## src/rtl/mfq_pkg.sv

```systemverilog
// Shared types and constants for the multilevel feedback queue scheduler.
// No dependencies; every other file of the block uses this package.
package mfq_pkg;

   // Field widths of the channel words
   localparam int MODE_BITS     = 1;
   localparam int JOB_ID_BITS   = 4;
   localparam int LENGTH_BITS   = 16;
   localparam int STATUS_BITS   = 2;
   localparam int LEVEL_BITS    = 2;
   localparam int SERVED_BITS   = 16;
   localparam int CSR_DATA_BITS = 8;
   localparam int RUN_BITS      = 8;

   // Input word kinds
   localparam logic [MODE_BITS-1:0] MODE_ADD  = 1'b0;
   localparam logic [MODE_BITS-1:0] MODE_TICK = 1'b1;

   // Result status codes
   typedef enum logic [STATUS_BITS-1:0] {
      STATUS_ADD_OK     = 2'd0,
      STATUS_ADD_REJECT = 2'd1,
      STATUS_TICK_RAN   = 2'd2,
      STATUS_TICK_IDLE  = 2'd3
   } status_type;

   // Queue levels
   localparam logic [LEVEL_BITS-1:0] LEVEL_ONE   = 2'd0;
   localparam logic [LEVEL_BITS-1:0] LEVEL_TWO   = 2'd1;
   localparam logic [LEVEL_BITS-1:0] LEVEL_THREE = 2'd2;

   // Configuration register indexes and reset values
   localparam logic CSR_QUANTUM_TWO   = 1'b0;
   localparam logic CSR_QUANTUM_THREE = 1'b1;
   localparam logic [CSR_DATA_BITS-1:0] QUANTUM_TWO_RESET   = 8'd2;
   localparam logic [CSR_DATA_BITS-1:0] QUANTUM_THREE_RESET = 8'd4;

   localparam logic [RUN_BITS-1:0] RUN_COUNT_MAX = 8'hFF;

   // Per-queue update for one cycle: pop the front, re-append the old front,
   // append a given id (appended after the re-appended front).
   typedef struct packed {
      logic pop;
      logic push_front;
      logic push_id;
   } queue_ctrl_type;

   // Job table update for one cycle
   typedef struct packed {
      logic add;
      logic serve;
   } job_ctrl_type;

endpackage

```

## src/rtl/mfq_if.sv

```systemverilog
// Valid/ready channel interfaces for the scheduler's request and response words.
// Depends on mfq_pkg for field widths.
interface mfq_req_if;
   logic                               valid;
   logic                               ready;
   logic [mfq_pkg::MODE_BITS-1:0]      mode;
   logic [mfq_pkg::JOB_ID_BITS-1:0]    job_id;
   logic [mfq_pkg::LENGTH_BITS-1:0]    run_length;

   modport source (output valid, mode, job_id, run_length, input ready);
   modport sink   (input valid, mode, job_id, run_length, output ready);
endinterface

interface mfq_rsp_if;
   logic                               valid;
   logic                               ready;
   logic [mfq_pkg::STATUS_BITS-1:0]    status;
   logic [mfq_pkg::JOB_ID_BITS-1:0]    ran_job;
   logic [mfq_pkg::LEVEL_BITS-1:0]     ran_level;
   logic                               job_finished;
   logic [mfq_pkg::SERVED_BITS-1:0]    served_time;

   modport source (output valid, status, ran_job, ran_level, job_finished, served_time,
                   input ready);
   modport sink   (input valid, status, ran_job, ran_level, job_finished, served_time,
                   output ready);
endinterface

```

## src/rtl/mfq_queue.sv

```systemverilog
// Circular queue of job ids for one scheduler level.
// Depends on mfq_pkg (queue_ctrl_type).
module mfq_queue #(
   parameter int MAX_JOBS = 16
) (
   input  logic                    clock,
   input  logic                    reset,
   input  mfq_pkg::queue_ctrl_type ctrl,
   input  logic [((MAX_JOBS > 1) ? $clog2(MAX_JOBS) : 1)-1:0] push_id,
   output logic [((MAX_JOBS > 1) ? $clog2(MAX_JOBS) : 1)-1:0] front_id,
   output logic                    nonempty
);

   localparam int IDW = (MAX_JOBS > 1) ? $clog2(MAX_JOBS) : 1;
   localparam int CW  = $clog2(MAX_JOBS + 1);
   localparam int SW  = IDW + 2;

   logic [IDW-1:0] slot_ff [MAX_JOBS];
   logic [IDW-1:0] head_ff, head_in;
   logic [CW-1:0]  count_ff, count_in;

   logic [SW-1:0]  sum_a, sum_b;
   logic [IDW-1:0] tail_a, tail_b;

   assign front_id = slot_ff[head_ff];
   assign nonempty = (count_ff != '0);

   // Tail slots; head + count stays below twice the depth, one subtract wraps it
   always_comb begin
      sum_a  = SW'(head_ff) + SW'(count_ff);
      tail_a = (sum_a >= SW'(MAX_JOBS)) ? IDW'(sum_a - SW'(MAX_JOBS)) : IDW'(sum_a);
      sum_b  = SW'(tail_a) + SW'(ctrl.push_front);
      tail_b = (sum_b >= SW'(MAX_JOBS)) ? IDW'(sum_b - SW'(MAX_JOBS)) : IDW'(sum_b);
   end

   always_comb begin
      head_in = head_ff;
      if (ctrl.pop) begin
         head_in = (head_ff == IDW'(MAX_JOBS - 1)) ? '0 : head_ff + 1'b1;
      end
      count_in = count_ff + CW'(ctrl.push_front) + CW'(ctrl.push_id) - CW'(ctrl.pop);
   end

   always_ff @(posedge clock) begin
      if (reset) begin
         head_ff  <= '0;
         count_ff <= '0;
      end else begin
         head_ff  <= head_in;
         count_ff <= count_in;
      end
   end

   always_ff @(posedge clock) begin
      if (ctrl.push_front) begin
         slot_ff[tail_a] <= front_id;
      end
      if (ctrl.push_id) begin
         slot_ff[tail_b] <= push_id;
      end
   end

   a_no_pop_empty: assert property (@(posedge clock) disable iff (reset)
      ctrl.pop |-> nonempty)
      else $error("queue popped while empty");

   a_no_overflow: assert property (@(posedge clock) disable iff (reset)
      (ctrl.push_front || ctrl.push_id) |->
         (int'(count_ff) + int'(ctrl.push_front) + int'(ctrl.push_id)
          - int'(ctrl.pop) <= MAX_JOBS))
      else $error("queue overflow");

endmodule

```

## src/rtl/mfq_jobs.sv

```systemverilog
// Job table: active flags, needed and used time per job slot.
// Depends on mfq_pkg (job_ctrl_type).
module mfq_jobs #(
   parameter int MAX_JOBS  = 16,
   parameter int TIME_BITS = 16
) (
   input  logic                  clock,
   input  logic                  reset,
   input  mfq_pkg::job_ctrl_type ctrl,
   input  logic [((MAX_JOBS > 1) ? $clog2(MAX_JOBS) : 1)-1:0] add_id,
   input  logic [TIME_BITS-1:0]  add_len,
   input  logic [((MAX_JOBS > 1) ? $clog2(MAX_JOBS) : 1)-1:0] serve_id,
   output logic                  busy,
   output logic [TIME_BITS-1:0]  used_next,
   output logic                  done
);

   logic [MAX_JOBS-1:0]  active_ff;
   logic [TIME_BITS-1:0] needed_ff [MAX_JOBS];
   logic [TIME_BITS-1:0] used_ff   [MAX_JOBS];

   assign busy      = active_ff[add_id];
   assign used_next = used_ff[serve_id] + 1'b1;   // wraps at TIME_BITS
   assign done      = (used_next == needed_ff[serve_id]);

   always_ff @(posedge clock) begin
      if (reset) begin
         active_ff <= '0;
      end else if (ctrl.add) begin
         active_ff[add_id] <= 1'b1;
      end else if (ctrl.serve && done) begin
         active_ff[serve_id] <= 1'b0;
      end
   end

   always_ff @(posedge clock) begin
      if (ctrl.add) begin
         needed_ff[add_id] <= add_len;
         used_ff[add_id]   <= '0;
      end else if (ctrl.serve) begin
         used_ff[serve_id] <= used_next;
      end
   end

   a_serve_active: assert property (@(posedge clock) disable iff (reset)
      ctrl.serve |-> active_ff[serve_id])
      else $error("served job slot is not active");

endmodule

```

## src/rtl/multilevel_feedback_queue_scheduler_unit.sv

```systemverilog
// Top level of the three-level feedback queue scheduler.
// Depends on mfq_pkg, mfq_if (mfq_req_if, mfq_rsp_if), mfq_queue and mfq_jobs.
//
// Usage:
//   req_chan carries one word per item: mode 0 adds job job_id with run_length
//   ticks at the tail of level one; mode 1 is one time tick. rsp_chan returns
//   exactly one word per request word: status, and for a tick that ran a job
//   the job id, its level, whether it finished and its used time.
//   csr_write_en/csr_index/csr_write_data set the level-two quantum (index 0)
//   and the level-three round robin slice (index 1); write them only while idle.
// Timing:
//   A request word is captured in an input register; once the response
//   register is free or being emptied, the queue and job-table update happens
//   and the result is loaded into the response register, from which the
//   response word is taken. One word per cycle is sustained while rsp_chan.ready
//   stays high: every item touches only the three queue fronts, the queue
//   tails and one job entry, all read and written in the same cycle.
// Reset:
//   Synchronous, active high. All queues empty, no job active, quanta 2 and 4.
// Stall:
//   While rsp_chan.ready is low the response register holds; one more word
//   waits in the input register, then req_chan.ready drops.
module multilevel_feedback_queue_scheduler_unit #(
   parameter int MAX_JOBS  = 16,
   parameter int TIME_BITS = 16
) (
   input  logic                                 clock,
   input  logic                                 reset,
   mfq_req_if.sink                              req_chan,
   mfq_rsp_if.source                            rsp_chan,
   input  logic                                 csr_write_en,
   input  logic                                 csr_index,
   input  logic [mfq_pkg::CSR_DATA_BITS-1:0]    csr_write_data
);

   localparam int IDW = (MAX_JOBS > 1) ? $clog2(MAX_JOBS) : 1;

   // Input register
   logic                                in_valid_ff;
   logic [mfq_pkg::MODE_BITS-1:0]       in_mode_ff;
   logic [mfq_pkg::JOB_ID_BITS-1:0]     in_job_id_ff;
   logic [mfq_pkg::LENGTH_BITS-1:0]     in_run_length_ff;

   // Response register
   logic                                rsp_valid_ff;
   mfq_pkg::status_type                 rsp_status_ff,   rsp_status_in;
   logic [mfq_pkg::JOB_ID_BITS-1:0]     rsp_job_ff,      rsp_job_in;
   logic [mfq_pkg::LEVEL_BITS-1:0]      rsp_level_ff,    rsp_level_in;
   logic                                rsp_finished_ff, rsp_finished_in;
   logic [mfq_pkg::SERVED_BITS-1:0]     rsp_served_ff,   rsp_served_in;

   // Quanta
   logic [mfq_pkg::CSR_DATA_BITS-1:0]   quantum_two_ff, quantum_three_ff;

   // Run count of the one job that may hold a partial slice. Only the last
   // served job can have a nonzero count, and it sits at the front of level
   // two or three; rc_l3_ff tells which.
   logic [mfq_pkg::RUN_BITS-1:0]        rc_ff, rc_in;
   logic                                rc_l3_ff, rc_l3_in;

   logic                                proc_fire;
   logic                                is_tick, jid_ok, add_ok, tick_run;
   logic [TIME_BITS-1:0]                add_len;
   logic [IDW-1:0]                      add_idx, serve_id;
   logic [mfq_pkg::LEVEL_BITS-1:0]      lv;
   logic                                serve_one, serve_two, serve_three;
   logic                                rc_nz, rot_two, rot_three;
   logic [mfq_pkg::RUN_BITS-1:0]        cur_rc, new_rc, quantum;
   logic                                reached;

   logic                                busy, done;
   logic [TIME_BITS-1:0]                used_next;
   mfq_pkg::job_ctrl_type               job_ctrl;

   mfq_pkg::queue_ctrl_type             q_ctrl    [3];
   logic [IDW-1:0]                      q_push_id [3];
   logic [IDW-1:0]                      q_front   [3];
   logic [2:0]                          q_ne;

   // ---------------- handshake ----------------
   // The item in the input register is processed once the response register
   // is free or being emptied this cycle.
   assign proc_fire      = in_valid_ff && (!rsp_valid_ff || rsp_chan.ready);
   assign req_chan.ready = !in_valid_ff || proc_fire;

   always_ff @(posedge clock) begin
      if (reset) begin
         in_valid_ff <= 1'b0;
      end else if (req_chan.ready) begin
         in_valid_ff <= req_chan.valid;
      end
   end

   always_ff @(posedge clock) begin
      if (req_chan.valid && req_chan.ready) begin
         in_mode_ff       <= req_chan.mode;
         in_job_id_ff     <= req_chan.job_id;
         in_run_length_ff <= req_chan.run_length;
      end
   end

   // ---------------- configuration ----------------
   always_ff @(posedge clock) begin
      if (reset) begin
         quantum_two_ff   <= mfq_pkg::QUANTUM_TWO_RESET;
         quantum_three_ff <= mfq_pkg::QUANTUM_THREE_RESET;
      end else if (csr_write_en) begin
         unique case (csr_index)
            mfq_pkg::CSR_QUANTUM_TWO:   quantum_two_ff   <= csr_write_data;
            mfq_pkg::CSR_QUANTUM_THREE: quantum_three_ff <= csr_write_data;
            default: ;
         endcase
      end
   end

   // ---------------- decode ----------------
   assign is_tick = (in_mode_ff == mfq_pkg::MODE_TICK);
   assign add_len = TIME_BITS'(in_run_length_ff);
   assign add_idx = IDW'(in_job_id_ff);
   assign jid_ok  = (32'(in_job_id_ff) < MAX_JOBS);
   // busy reads an undefined slot only when jid_ok is low, and then is masked
   assign add_ok  = !is_tick && jid_ok && !busy && (add_len != '0);

   // Highest non-empty level wins
   always_comb begin
      priority if (q_ne[0]) begin
         lv = mfq_pkg::LEVEL_ONE;
      end else if (q_ne[1]) begin
         lv = mfq_pkg::LEVEL_TWO;
      end else begin
         lv = mfq_pkg::LEVEL_THREE;
      end
   end

   always_comb begin
      unique case (lv)
         mfq_pkg::LEVEL_ONE: serve_id = q_front[0];
         mfq_pkg::LEVEL_TWO: serve_id = q_front[1];
         default:            serve_id = q_front[2];
      endcase
   end

   assign tick_run    = is_tick && (q_ne != '0);
   assign serve_one   = tick_run && (lv == mfq_pkg::LEVEL_ONE);
   assign serve_two   = tick_run && (lv == mfq_pkg::LEVEL_TWO);
   assign serve_three = tick_run && (lv == mfq_pkg::LEVEL_THREE);

   // A partly served lower front job is rotated when a higher level runs
   assign rc_nz     = (rc_ff != '0);
   assign rot_two   = is_tick && q_ne[0] && rc_nz && !rc_l3_ff;
   assign rot_three = is_tick && (q_ne[0] || q_ne[1]) && rc_nz && rc_l3_ff;

   always_comb begin
      cur_rc = '0;
      if (rc_nz && ((serve_two && !rc_l3_ff) || (serve_three && rc_l3_ff))) begin
         cur_rc = rc_ff;
      end
      new_rc  = (cur_rc != mfq_pkg::RUN_COUNT_MAX) ? cur_rc + 1'b1 : cur_rc;
      quantum = serve_two ? quantum_two_ff : quantum_three_ff;
      reached = (new_rc >= quantum);   // quantum of zero behaves as one
   end

   // ---------------- queue and table control ----------------
   always_comb begin
      job_ctrl.add   = proc_fire && add_ok;
      job_ctrl.serve = proc_fire && tick_run;

      q_ctrl[0].pop        = proc_fire && serve_one;
      q_ctrl[0].push_front = 1'b0;
      q_ctrl[0].push_id    = proc_fire && add_ok;
      q_push_id[0]         = add_idx;

      q_ctrl[1].pop        = proc_fire && (rot_two || (serve_two && (done || reached)));
      q_ctrl[1].push_front = proc_fire && rot_two;
      q_ctrl[1].push_id    = proc_fire && serve_one && !done;
      q_push_id[1]         = serve_id;

      q_ctrl[2].pop        = proc_fire && (rot_three || (serve_three && (done || reached)));
      q_ctrl[2].push_front = proc_fire && (rot_three || (serve_three && !done && reached));
      q_ctrl[2].push_id    = proc_fire && serve_two && !done && reached;
      q_push_id[2]         = serve_id;
   end

   always_comb begin
      rc_in    = rc_ff;
      rc_l3_in = rc_l3_ff;
      if (proc_fire && tick_run) begin
         if (done || serve_one || reached) begin
            rc_in = '0;
         end else begin
            rc_in    = new_rc;
            rc_l3_in = serve_three;
         end
      end
   end

   always_ff @(posedge clock) begin
      if (reset) begin
         rc_ff    <= '0;
         rc_l3_ff <= 1'b0;
      end else begin
         rc_ff    <= rc_in;
         rc_l3_ff <= rc_l3_in;
      end
   end

   for (genvar g = 0; g < 3; g++) begin : g_level
      mfq_queue #(
         .MAX_JOBS (MAX_JOBS)
      ) u_queue (
         .clock    (clock),
         .reset    (reset),
         .ctrl     (q_ctrl[g]),
         .push_id  (q_push_id[g]),
         .front_id (q_front[g]),
         .nonempty (q_ne[g])
      );
   end

   mfq_jobs #(
      .MAX_JOBS  (MAX_JOBS),
      .TIME_BITS (TIME_BITS)
   ) u_jobs (
      .clock     (clock),
      .reset     (reset),
      .ctrl      (job_ctrl),
      .add_id    (add_idx),
      .add_len   (add_len),
      .serve_id  (serve_id),
      .busy      (busy),
      .used_next (used_next),
      .done      (done)
   );

   // ---------------- response word ----------------
   always_comb begin
      rsp_job_in      = '0;
      rsp_level_in    = '0;
      rsp_finished_in = 1'b0;
      rsp_served_in   = '0;
      if (!is_tick) begin
         rsp_status_in = add_ok ? mfq_pkg::STATUS_ADD_OK : mfq_pkg::STATUS_ADD_REJECT;
      end else if (!tick_run) begin
         rsp_status_in = mfq_pkg::STATUS_TICK_IDLE;
      end else begin
         rsp_status_in   = mfq_pkg::STATUS_TICK_RAN;
         rsp_job_in      = mfq_pkg::JOB_ID_BITS'(serve_id);
         rsp_level_in    = lv;
         rsp_finished_in = done;
         rsp_served_in   = mfq_pkg::SERVED_BITS'(used_next);
      end
   end

   always_ff @(posedge clock) begin
      if (reset) begin
         rsp_valid_ff <= 1'b0;
      end else if (proc_fire) begin
         rsp_valid_ff <= 1'b1;
      end else if (rsp_chan.ready) begin
         rsp_valid_ff <= 1'b0;
      end
   end

   always_ff @(posedge clock) begin
      if (proc_fire) begin
         rsp_status_ff   <= rsp_status_in;
         rsp_job_ff      <= rsp_job_in;
         rsp_level_ff    <= rsp_level_in;
         rsp_finished_ff <= rsp_finished_in;
         rsp_served_ff   <= rsp_served_in;
      end
   end

   assign rsp_chan.valid        = rsp_valid_ff;
   assign rsp_chan.status       = rsp_status_ff;
   assign rsp_chan.ran_job      = rsp_job_ff;
   assign rsp_chan.ran_level    = rsp_level_ff;
   assign rsp_chan.job_finished = rsp_finished_ff;
   assign rsp_chan.served_time  = rsp_served_ff;

   // ---------------- checks ----------------
   // The partial run count always belongs to a job still queued at its level
   a_rc_owner_queued: assert property (@(posedge clock) disable iff (reset)
      (rc_ff != '0) |-> (rc_l3_ff ? q_ne[2] : q_ne[1]))
      else $error("partial run count with its level empty");

   a_idle_tick_status: assert property (@(posedge clock) disable iff (reset)
      (proc_fire && is_tick && (q_ne == '0)) |=>
         (rsp_chan.valid && rsp_chan.status == mfq_pkg::STATUS_TICK_IDLE))
      else $error("idle tick did not report idle");

endmodule

```

## src/flat_wrapper.sv

```systemverilog
// flat-port wrapper written by rule: the top's interface ports become plain ports
module multilevel_feedback_queue_scheduler_unit_flat 
#(
   parameter int MAX_JOBS  = 16,
   parameter int TIME_BITS = 16
)
  (clock, reset, csr_write_en, csr_index, csr_write_data, req_chan_valid, req_chan_mode, req_chan_job_id, req_chan_run_length, req_chan_ready, rsp_chan_valid, rsp_chan_status, rsp_chan_ran_job, rsp_chan_ran_level, rsp_chan_job_finished, rsp_chan_served_time, rsp_chan_ready);
  mfq_req_if req_chan_i ();
  mfq_rsp_if rsp_chan_i ();
  input  logic clock;
  input  logic reset;
  input  logic csr_write_en;
  input  logic csr_index;
  input  logic [mfq_pkg::CSR_DATA_BITS-1:0] csr_write_data;
  input wire logic [$bits(req_chan_i.valid)-1:0] req_chan_valid;
  input wire logic [$bits(req_chan_i.mode)-1:0] req_chan_mode;
  input wire logic [$bits(req_chan_i.job_id)-1:0] req_chan_job_id;
  input wire logic [$bits(req_chan_i.run_length)-1:0] req_chan_run_length;
  output wire logic [$bits(req_chan_i.ready)-1:0] req_chan_ready;
  output wire logic [$bits(rsp_chan_i.valid)-1:0] rsp_chan_valid;
  output wire logic [$bits(rsp_chan_i.status)-1:0] rsp_chan_status;
  output wire logic [$bits(rsp_chan_i.ran_job)-1:0] rsp_chan_ran_job;
  output wire logic [$bits(rsp_chan_i.ran_level)-1:0] rsp_chan_ran_level;
  output wire logic [$bits(rsp_chan_i.job_finished)-1:0] rsp_chan_job_finished;
  output wire logic [$bits(rsp_chan_i.served_time)-1:0] rsp_chan_served_time;
  input wire logic [$bits(rsp_chan_i.ready)-1:0] rsp_chan_ready;
  assign req_chan_i.valid = req_chan_valid;
  assign req_chan_i.mode = req_chan_mode;
  assign req_chan_i.job_id = req_chan_job_id;
  assign req_chan_i.run_length = req_chan_run_length;
  assign req_chan_ready = req_chan_i.ready;
  assign rsp_chan_valid = rsp_chan_i.valid;
  assign rsp_chan_status = rsp_chan_i.status;
  assign rsp_chan_ran_job = rsp_chan_i.ran_job;
  assign rsp_chan_ran_level = rsp_chan_i.ran_level;
  assign rsp_chan_job_finished = rsp_chan_i.job_finished;
  assign rsp_chan_served_time = rsp_chan_i.served_time;
  assign rsp_chan_i.ready = rsp_chan_ready;
  multilevel_feedback_queue_scheduler_unit #(.MAX_JOBS(MAX_JOBS), .TIME_BITS(TIME_BITS)) u_core (.clock(clock), .reset(reset), .req_chan(req_chan_i), .rsp_chan(rsp_chan_i), .csr_write_en(csr_write_en), .csr_index(csr_index), .csr_write_data(csr_write_data));
endmodule
```

## config.mk

```make
export PLATFORM = sky130hd
export DESIGN_NAME = multilevel_feedback_queue_scheduler_unit_flat
export DESIGN_NICKNAME = d
export VERILOG_FILES = /design/src/rtl/mfq_pkg.sv /design/src/rtl/mfq_if.sv /design/src/rtl/mfq_queue.sv /design/src/rtl/mfq_jobs.sv /design/src/rtl/multilevel_feedback_queue_scheduler_unit.sv /design/src/flat_wrapper.sv
export SDC_FILE = /design/constraint.sdc
export NUM_CORES = 1
export LEC_CHECK = 0
export BUFFER_PORTS_ARGS = -buffer_cell sky130_fd_sc_hd__clkbuf_2
export CORE_UTILIZATION = 45
export DETAILED_ROUTE_END_ITERATION = 12
export PLACE_DENSITY = 0.64
export SKIP_CTS_REPAIR_TIMING = 1
export SLEW_MARGIN = 20
export SYNTH_ARGS = -nofsm -noshare
export SYNTH_HDL_FRONTEND = slang
export SYNTH_HIERARCHICAL = 1
export SYNTH_SLANG_ARGS = --single-unit
```

## constraint.sdc

```tcl
create_clock -name clock -period 8.76 [get_ports clock]
set_input_delay 0.438 -clock clock [delete_from_list [all_inputs] [get_ports clock]]
set_output_delay 0.438 -clock clock [all_outputs]
set_load 0.005 [all_outputs]
```

==> flow_metrics.env, run 1 <==
export IMPL_relSlewSlack=0.329
export IMPL_drv_cap=0
export IMPL_core_sq_um=82600
export IMPL_yosysUniqueCellTypes=84
export IMPL_die_width_microns=292
export IMPL_rsz0062_at_grt="false"
export IMPL_io_buffers=61
export IMPL_r2r_cells=27
export IMPL_slowest_delay_ps=820
export IMPL_p_leak_nw=14.1
export IMPL_critPathKind="reg -> reg"
export IMPL_setup_viol_count_final=0
export IMPL_layout_area_seq_sq_um=24200
export IMPL_skew_ps=26.5
export IMPL_fillCellCount=6577
export IMPL_p_clk_frac=0.282
export IMPL_htreeDepth=3
export IMPL_internal_power_w=0.00852
export IMPL_start_util=0.458
export IMPL_fin_crit_ps=7970
export IMPL_tightest_slew_ps=1000
export IMPL_dr_wl_met3_microns=6560
export IMPL_grt_pass1_vias=21300
export IMPL_period_share=0.909
export IMPL_critical_path_arrival_ps=8520
export IMPL_highest_layer="met5"
export IMPL_die_area_sq_um=85200
export IMPL_cts_root_buf="clkbuf_16"
export IMPL_synthArstFlopShare=0
export IMPL_path_max_fanout=49
export IMPL_drt_iter0_drc=2139
export IMPL_cts_tree="done"
export IMPL_ant_nets=0
export IMPL_multi_input_area_sq_um=12900
export IMPL_pin_count=62
export IMPL_met2_length_microns=43000
export IMPL_endpoint="u_core/g_level[2].u_queue/count_ff[4]"
export IMPL_numCtsBuffers=87
export IMPL_grt_use_total=0.217
export IMPL_routabilityCongestion=0.911
export IMPL_yosys_area_top_type="edfxtp_1"
export IMPL_fin_area_sq_um=42500
export IMPL_grt_antenna_before_repair=4
export IMPL_wl_met1_microns=40400
export IMPL_critPathLaunchType="register"
export IMPL_final_nets=2473
export IMPL_ir_drop_uv=224
export IMPL_endpoint_kind="register"
export IMPL_drive_gt1_frac=0.308
export IMPL_yosys_top_cells_area="edfxtp_1 (60%), mux4_2 (11%), dfxtp_1 (4.3%)"
export IMPL_synth_edff_count=750
export IMPL_die_h_microns=292
export IMPL_hold_class="in -> reg"
export IMPL_wl_per_cell_microns=26.1
export IMPL_finalHoldViolations=0
export IMPL_cts_sinks=832
export IMPL_ys_warn_count=6
export IMPL_cp_depth=27
export IMPL_drc=0
export IMPL_vias_per_cell=6.02
export IMPL_first_pass_iters=6
export IMPL_status="finished, final reports clean"
export IMPL_synth_seq_cells=832
export IMPL_fmax_mhz=126
export IMPL_vias=21200
export IMPL_synth_main_ff_cell="edfxtp_1"
export IMPL_post_place_ws_ps=784
export IMPL_r2r_slack_ps=790
export IMPL_synth_top_cell_area_share=0.595
export IMPL_cpMaxStageDelayCell="dfxtp_1"
export IMPL_finalWirelength_microns=92200
export IMPL_row_count=105
export IMPL_timing_final_ws_setup_ps=795
export IMPL_clk_latency_ps=640
export IMPL_dpl_cell_area_sq_um=39400
export IMPL_finalSetupTns_ps=0
export IMPL_p_sw_frac=0.339
export IMPL_syn_to_final_growth_pct=12.3
export IMPL_hold_worst_slack_ps=21.6
export IMPL_share_seq_of_total_power=0.358
export IMPL_clkTransAtPathRegs_ps=60
export IMPL_syn_area_per_cell_sq_um=16.9
export IMPL_dp_hpwl_microns=58500
export IMPL_grt_pass1_wl_microns=138000
export IMPL_hold_start="req_chan_run_length[7]"
export IMPL_pwr_share_comb=0.360
export IMPL_syn_area_sq_um=37800
export IMPL_cts_buffer_depth=3
export IMPL_grt_max_degree=63
export IMPL_powerDensity_nw_per_um2=304
export IMPL_critPathRequiredTime_ps=9320
export IMPL_finalMaxSlewViolations=0
export IMPL_worst_path_buf_inv=4
export IMPL_rr_endpoint="u_core/g_level[2].u_queue/count_ff[4]"
export IMPL_synthCells=2242
export IMPL_synth_seq_area_share=0.639
export IMPL_gr_total_overflow=0
export IMPL_power_switching_w=0.00438
export IMPL_path_delay_family="simple AND/OR/NAND/NOR gates"
==> cells in the mapped netlist (33+ instances only) <==
library cell,number
clkbuf_1,36
a21oi_1,43
a22oi_1,34
mux2_2,145
dfxtp_1,82
edfxtp_1,750
o21ai_0,38
mux4_2,182
nand2_1,108
mux2_1,54
nand3_1,45
and2_1,46
ha_1,43
buf_6,33
nor2_1,112
==> area by class of cell <==
class | count | share of cell area
antenna | 2 | 0.000118
clock buffer | 108 | 0.0556
inverter | 30 | 0.00265
multi-input combinational | 1268 | 0.303
sequential | 832 | 0.569
tap | 1070 | 0.0315
clock inverter | 53 | 0.0110
timing repair buffer | 167 | 0.0276
==> power by group through the flow <==
stage               combinational (W)  sequential (W)  clock [W]
detailed placement            0.00460         0.00470          0
finish                        0.00465         0.00461    0.00364
floorplan                     0.00331         0.00467          0
global route                  0.00491         0.00462    0.00386
global placement              0.00455         0.00469          0
CTS                           0.00461         0.00461    0.00371
==> sequential cells by signal, indices dropped and copies added (netlist names), named ones only <==
name and cells:
u_core/rsp_chan.ran_level 2, u_core/rc_ff 8, u_core/rsp_chan.job_finished 1, u_core/g_level.u_queue/slot_ff 192, u_core/u_jobs/needed_ff 256, u_core/g_level.u_queue/count_ff 15, u_core/u_jobs/active_ff 16, u_core/in_mode_ff 1
u_core/in_valid_ff 1, u_core/rsp_chan.ran_job 4, u_core/add_idx 4, u_core/rc_l3_ff 1, u_core/quantum_three_ff 8, u_core/rsp_chan.valid 1, u_core/g_level.u_queue/head_ff 12, u_core/u_jobs/used_ff 256
u_core/rsp_chan.served_time 16, u_core/rsp_chan.status 2, u_core/quantum_two_ff 8, u_core/add_len 16
==> cell families (layout without fill, tap and decap cells) <==
family	Yosys count	count (layout)	share of synthesized area
AOI/OAI and AO/OA	225	225	0.0421
xor gates and xnor gates	66	66	0.0203
adders and majority gates	52	52	0.0190
buffers and inverters	145	358	0.0254
DFF	832	832	0.639
muxes	417	417	0.182
other	1	6	0.0000992
and+or+nand+nor	504	504	0.0720
==> cells in the final DEF (no fill, tap or decap), drive strengths merged, types with 29 or more instances in the layout <==
cell and count:
nand3 57, a21oi 46, nor2 131, xor2 29
ha 43, a22oi 40, inv 33, clkbuf 169
edfxtp 750, nand2 134, buf 87, mux2 200
and2 46, o21ai 43, mux4 193, clkinv 40
dfxtp 82
==> metrics by stage <==
step           total power, W  cells  utilization
2_1_floorplan         0.00798   2245            -
3_3_place_gp          0.00924   3347        0.477
3_5_place_dp          0.00929   3347        0.477
4_1_cts                0.0129   3508        0.512
5_1_grt                0.0134   3528        0.514
6_report               0.0129   3530        0.514
==> worst min-delay path by stage <==
stage                     cells past startpoint                         end  slack, ps
final                                         1           u_core/add_len[7]         20
after detailed placement                      2  u_core/quantum_three_ff[3]        450
after CTS                                     1           u_core/add_len[9]        -50
after floorplan                               2    u_core/quantum_two_ff[0]        430
after global placement                        2    u_core/quantum_two_ff[0]        440
after global routing                          1           u_core/add_len[7]         10
==> per-layer routing <==
metal | vias to the layer above | global-route usage
met3 | 146 | 0.0384
met5 | - | 0
li1 | 9177 | -
met4 | 4 | 0.0561
met1 | 11100 | 0.315
met2 | 806 | 0.339
==> worst reg2reg max path: cells and delay by family (launching register included) <==
family,cells,cell delay [ps]
buf+inv,4,890
mux,4,1460
simple gates,8,1610
compound gates,6,1590
flops,1,820
fa+ha+maj,3,1040
xor+xnor,2,470
(Power assumes the default switching activity.)
==> run 2: changes to the inputs <==
Clock period 8.76 ns to 9.4 ns, I/O delays scaled along.
==> run 2 against run 1 <==
Worst hold slack got worse by 15 ps. Final area barely moved. Via count is 1.7% lower. Largest power group is now registers. Wire length decreased by 1.9%. First-iteration DRC count decreased by 1.0%. Critical endpoint unchanged. Setup slack gained 130 ps. Fmax fell by 6.0%. Global-route usage fell by 0.39 points. Non-clock buffer count down 31. Critical path depth rose by 3.
==> flow_metrics.env, run 2 (synthesis gave the netlist of run 1 again) <==
export IMPL_critPathLaunchType="register"
export IMPL_critPathRequiredTime_ps=9970
export IMPL_start_util=0.458
export IMPL_p_leak_nw=14.0
export IMPL_r2r_slack_ps=920
export IMPL_first_pass_iters=5
export IMPL_p_sw_frac=0.339
export IMPL_die_h_microns=292
export IMPL_routabilityCongestion=0.894
export IMPL_pin_count=62
export IMPL_tightest_slew_ps=1040
export IMPL_layout_commonest_cell="edfxtp_1"
export IMPL_syn_to_final_growth_pct=12.2
export IMPL_finalHoldViolations=0
export IMPL_pwr_share_comb=0.351
export IMPL_fillCellCount=6574
export IMPL_drc=0
export IMPL_drt_iter0_drc=2117
export IMPL_finalWirelength_microns=90500
export IMPL_reg_largest_list="u_core/u_jobs/needed_ff (256), u_core/u_jobs/used_ff (256), u_core/g_level.u_queue/slot_ff (192)"
export IMPL_hold_worst_slack_ps=6.63
export IMPL_endpoint_kind="register"
export IMPL_grt_use_total=0.213
export IMPL_vias=20900
export IMPL_drive_gt1_frac=0.304
export IMPL_timing_final_ws_setup_ps=925
export IMPL_power_switching_w=0.00409
export IMPL_cp_depth=30
export IMPL_grt_antenna_before_repair=4
export IMPL_numCtsBuffers=90
export IMPL_critical_path_arrival_ps=9040
export IMPL_vias_per_cell=5.96
export IMPL_rsz0062_at_grt="false"
export IMPL_fin_util=0.514
export IMPL_fin_cells=3504
export IMPL_powerDensity_nw_per_um2=284
export IMPL_p_clk_frac=0.293
export IMPL_worst_path_buf_inv=5
export IMPL_fmax_mhz=118
export IMPL_fin_crit_ps=8480
export IMPL_finalMaxSlewViolations=0
export IMPL_clkTransAtPathRegs_ps=60
export IMPL_skew_ps=21.3
export IMPL_critPathKind="reg -> reg"
export IMPL_cts_root_buf="clkbuf_16"
export IMPL_relSlewSlack=0.304
export IMPL_setup_viol_count_final=0
export IMPL_die_area_sq_um=85200
export IMPL_cts_sinks=832
export IMPL_finalSetupTns_ps=0
export IMPL_hold_class="in -> reg"
export IMPL_cts_buffer_depth=3
export IMPL_row_count=105
export IMPL_post_place_ws_ps=946
export IMPL_share_seq_of_total_power=0.357
export IMPL_layout_common_cells="edfxtp_1 (750), mux4_2 (182), mux2_2 (145), nand2_1 (108), clkbuf_16 (91)"
export IMPL_cpMaxStageDelayCell="dfxtp_1"
export IMPL_grt_max_degree=106
export IMPL_io_buffers=61
export IMPL_dp_hpwl_microns=57400
export IMPL_r2r_cells=30
export IMPL_slowest_delay_ps=830
export IMPL_grt_pass1_wl_microns=135000
export IMPL_dp_cells=3319
export IMPL_final_nets=2445
export IMPL_ant_nets=0
export IMPL_clk_latency_ps=660
export IMPL_min_path_cells=1
export IMPL_status="finished, final reports clean"
export IMPL_htreeDepth=3
export IMPL_gr_total_overflow=0
export IMPL_wl_per_cell_microns=25.8
export IMPL_grt_pass1_vias=20900
export IMPL_core_sq_um=82600
export IMPL_die_width_microns=292
export IMPL_path_max_fanout=17
export IMPL_path_delay_family="simple AND/OR/NAND/NOR gates"
export IMPL_internal_power_w=0.00797
export IMPL_drv_cap=0
export IMPL_ir_drop_uv=269
export IMPL_period_share=0.902
export IMPL_cts_tree="done"
-- run 2: changes by cell type in the layout (fill, tap and decap cells not counted), moves of 2 or more --
cell           change
nor2_2            -10
bufinv_16          +2
clkinv_8           +2
dlygate4sd3_1      -3
clkinv_16          +2
clkinv_2           +3
buf_4             -29
nor2_4            +10
clkinvlp_4         +2
inv_6              +3
clkbuf_8           -3
clkinv_1           -3
-- run 2: power groups by stage --
stage | sequential, W | clock [W] | combinational (W)
2_1_floorplan | 0.00435 | 0 | 0.00309
3_3_place_gp | 0.00438 | 0 | 0.00415
3_5_place_dp | 0.00438 | 0 | 0.00419
4_1_cts | 0.00430 | 0.00360 | 0.00422
5_1_grt | 0.00431 | 0.00374 | 0.00451
6_report | 0.00430 | 0.00353 | 0.00423
-- run 2: stage by stage --
| stage | power [W] | instance area, sq um |
|---|---|---|
| after detailed placement | 0.00858 | 39300 |
| after CTS | 0.0121 | 42300 |
| after global routing | 0.0126 | 42400 |
| after floorplan | 0.00744 | 37800 |
| final | 0.0121 | 42400 |
| after global placement | 0.00852 | 39300 |
-- run 2: routing by layer --
metal | vias up | routed length (microns) | GRT usage
met5 | - | 13 | 0
met4 | 2 | 2090 | 0.0610
met3 | 135 | 7250 | 0.0445
met2 | 766 | 41900 | 0.328
met1 | 10800 | 39200 | 0.307
li1 | 9127 | - | -
-- run 2: layout make-up --
type | instances | area, sq um | area share
Sequential cell | 832 | 24200 | 0.569
Multi-Input combinational cell | 1268 | 12900 | 0.304
Clock buffer | 105 | 2340 | 0.0551
Antenna cell | 1 | 2.50 | 0.0000590
Clock inverter | 62 | 648 | 0.0153
Tap cell | 1070 | 1340 | 0.0315
Inverter | 30 | 113 | 0.00265
Timing Repair Buffer | 136 | 937 | 0.0221
-- run 2: worst paths after layout --
kind,from,end
worst max-delay path,register,u_core/g_level[2].u_queue/count_ff[4]
worst max register to register,register,u_core/g_level[2].u_queue/count_ff[4]
worst min register to register,u_core/quantum_two_ff[0],u_core/quantum_two_ff[0]
worst min-delay path,req_chan_run_length[10],u_core/add_len[10]
==> run 3: changes to the inputs <==
Settings changed: CTS_BUF_LIST set to sky130_fd_sc_hd__clkbuf_8.
==> run 3 against run 2 <==
The flow now finishes with violations (hold timing). Clock skew increased by 34 ps. Worst hold slack got worse by 20 ps. First-iteration DRC count decreased by 2.0%. Critical path depth decreased by 1. Die area unchanged. Power decreased by 3.4%. Wire length increased by 0.82%. Global-route usage increased by 0.27 points. Non-clock buffer count increased by 11. Clock power decreased by 12%. Sequential power about the same. Register-to-register slack got worse by 30 ps. Critical endpoint is now u_core/g_level[1].u_queue/count_ff[4]. Largest cell class unchanged.
==> flow_metrics.env, run 3 (synthesis gave the netlist of run 1 again) <==
export IMPL_status="finished, violations left"
export IMPL_failed_checks="hold timing"
export IMPL_hold_class="in -> reg"
export IMPL_clk_latency_ps=820
export IMPL_r2r_cells=29
export IMPL_cts_buffer_depth=3
export IMPL_vias_per_cell=5.89
export IMPL_drc=0
export IMPL_path_common_cell="nor4_2"
export IMPL_finalSetupTns_ps=0
export IMPL_cts_root_buf="clkbuf_8"
export IMPL_min_path_cells=4
export IMPL_tightest_slew_ps=1030
export IMPL_pin_count=62
export IMPL_reg_largest_list="u_core/u_jobs/needed_ff (256), u_core/u_jobs/used_ff (256), u_core/g_level.u_queue/slot_ff (192)"
export IMPL_powerDensity_nw_per_um2=276
export IMPL_slowest_delay_ps=830
export IMPL_layout_common_cells="edfxtp_1 (750), mux4_2 (182), clkbuf_8 (145), mux2_2 (145), nand2_1 (108)"
export IMPL_cpMaxStageDelayCell="dfxtp_1"
export IMPL_fin_area_sq_um=42300
export IMPL_htreeDepth=4
export IMPL_finalHoldViolations=1
export IMPL_grt_pass1_vias=21300
export IMPL_period_share=0.905
export IMPL_path_max_fanout=17
export IMPL_layout_commonest_cell="edfxtp_1"
export IMPL_fmax_mhz=118
export IMPL_drv_cap=0
export IMPL_die_width_microns=292
export IMPL_numCtsBuffers=141
export IMPL_final_nets=2507
export IMPL_clkTransAtPathRegs_ps=60
export IMPL_drive_gt1_frac=0.307
export IMPL_row_count=105
export IMPL_gr_total_overflow=0
export IMPL_grt_max_degree=106
export IMPL_die_area_sq_um=85200
export IMPL_core_sq_um=82600
export IMPL_critPathLaunchType="register"
export IMPL_grt_pass1_wl_microns=136000
export IMPL_fin_crit_ps=8510
export IMPL_io_buffers=61
export IMPL_finalMaxSlewViolations=0
export IMPL_endpoint_kind="register"
export IMPL_grt_use_total=0.216
export IMPL_routabilityCongestion=0.894
export IMPL_critical_path_arrival_ps=9220
export IMPL_wl_per_cell_microns=25.3
export IMPL_die_h_microns=292
export IMPL_rr_endpoint="u_core/g_level[1].u_queue/count_ff[4]"
export IMPL_total_power_w=0.0117
export IMPL_critPathRequiredTime_ps=10110
export IMPL_grt_antenna_before_repair=4
export IMPL_hold_worst_slack_ps=-13.0
export IMPL_first_pass_iters=5
export IMPL_ir_drop_uv=274
export IMPL_cts_tree="done"
export IMPL_dpl_cell_area_sq_um=39300
export IMPL_min_to="u_core/rsp_chan.valid"
export IMPL_rsz0062_at_grt="false"
export IMPL_r2r_slack_ps=890
export IMPL_setup_viol_count_final=0
export IMPL_cts_sinks=832
export IMPL_skew_ps=55.4
export IMPL_dp_hpwl_microns=57400
export IMPL_vias=21200
export IMPL_relSlewSlack=0.308
export IMPL_syn_to_final_growth_pct=11.7
export IMPL_drt_iter0_drc=2075
export IMPL_p_leak_nw=14.2
export IMPL_hold_start="rsp_chan_ready"
export IMPL_finalWirelength_microns=91200
export IMPL_critPathKind="reg -> reg"
export IMPL_start_util=0.458
export IMPL_ant_nets=0
-- run 3: power by group --
part	internal (W)	leakage, nW	switching, W
Combinational	0.00169	5.11	0.00255
Clock	0.00164	1.52	0.00147
Sequential	0.00424	7.52	0.0000665
Total	0.00756	14.2	0.00409
-- run 3: critical path, delay by kind of cell, from the launching register on --
kind                     cells  cell delay, ps
AND/OR/NAND/NOR             11            2750
multiplexers                 3            1340
adder cells (fa/ha/maj)      4            1320
AO/OA/AOI/OAI                6            1220
flip-flops                   1             830
buffers and inverters        4             620
XOR/XNOR                     1             300
-- run 3: worst max-delay path by stage --
stage                                          startpoint                                    end  depth (start not counted)
floorplan           u_core/g_level[1].u_queue/count_ff[3]  u_core/g_level[2].u_queue/count_ff[4]                         31
global placement                                 register  u_core/g_level[2].u_queue/count_ff[4]                         28
detailed placement                               register  u_core/g_level[1].u_queue/count_ff[4]                         27
CTS                                              register  u_core/g_level[1].u_queue/count_ff[4]                         27
global route                                     register  u_core/g_level[1].u_queue/count_ff[4]                         27
finish                                           register  u_core/g_level[1].u_queue/count_ff[4]                         29
-- run 3: cell type report --
class	count	area (sq um)
fillers	6587	40400
flip-flops and latches	832	24200
multi-input cells	1268	12900
clock buffers	145	2000
well taps	1070	1340
repair buffers	147	1050
clock inverters	103	694
inverters	30	113
diodes	4	10.0
-- run 3: stage by stage --
step	setup slack, ps	utilization	hold WS, ps	cells
global placement	1120	0.475	439	3319
finish	893	0.511	-13.0	3599
CTS	882	0.508	-247	3567
global route	248	0.511	-0.268	3596
detailed placement	946	0.475	455	3319
floorplan	1610	-	430	2245
-- run 3: routing by layer --
metal	track usage	up-vias	wire, microns
met5	0	-	13
met1	0.309	10900	40000
met4	0.0723	2	2110
met3	0.0450	158	6840
met2	0.330	869	42300
li1	-	9253	-
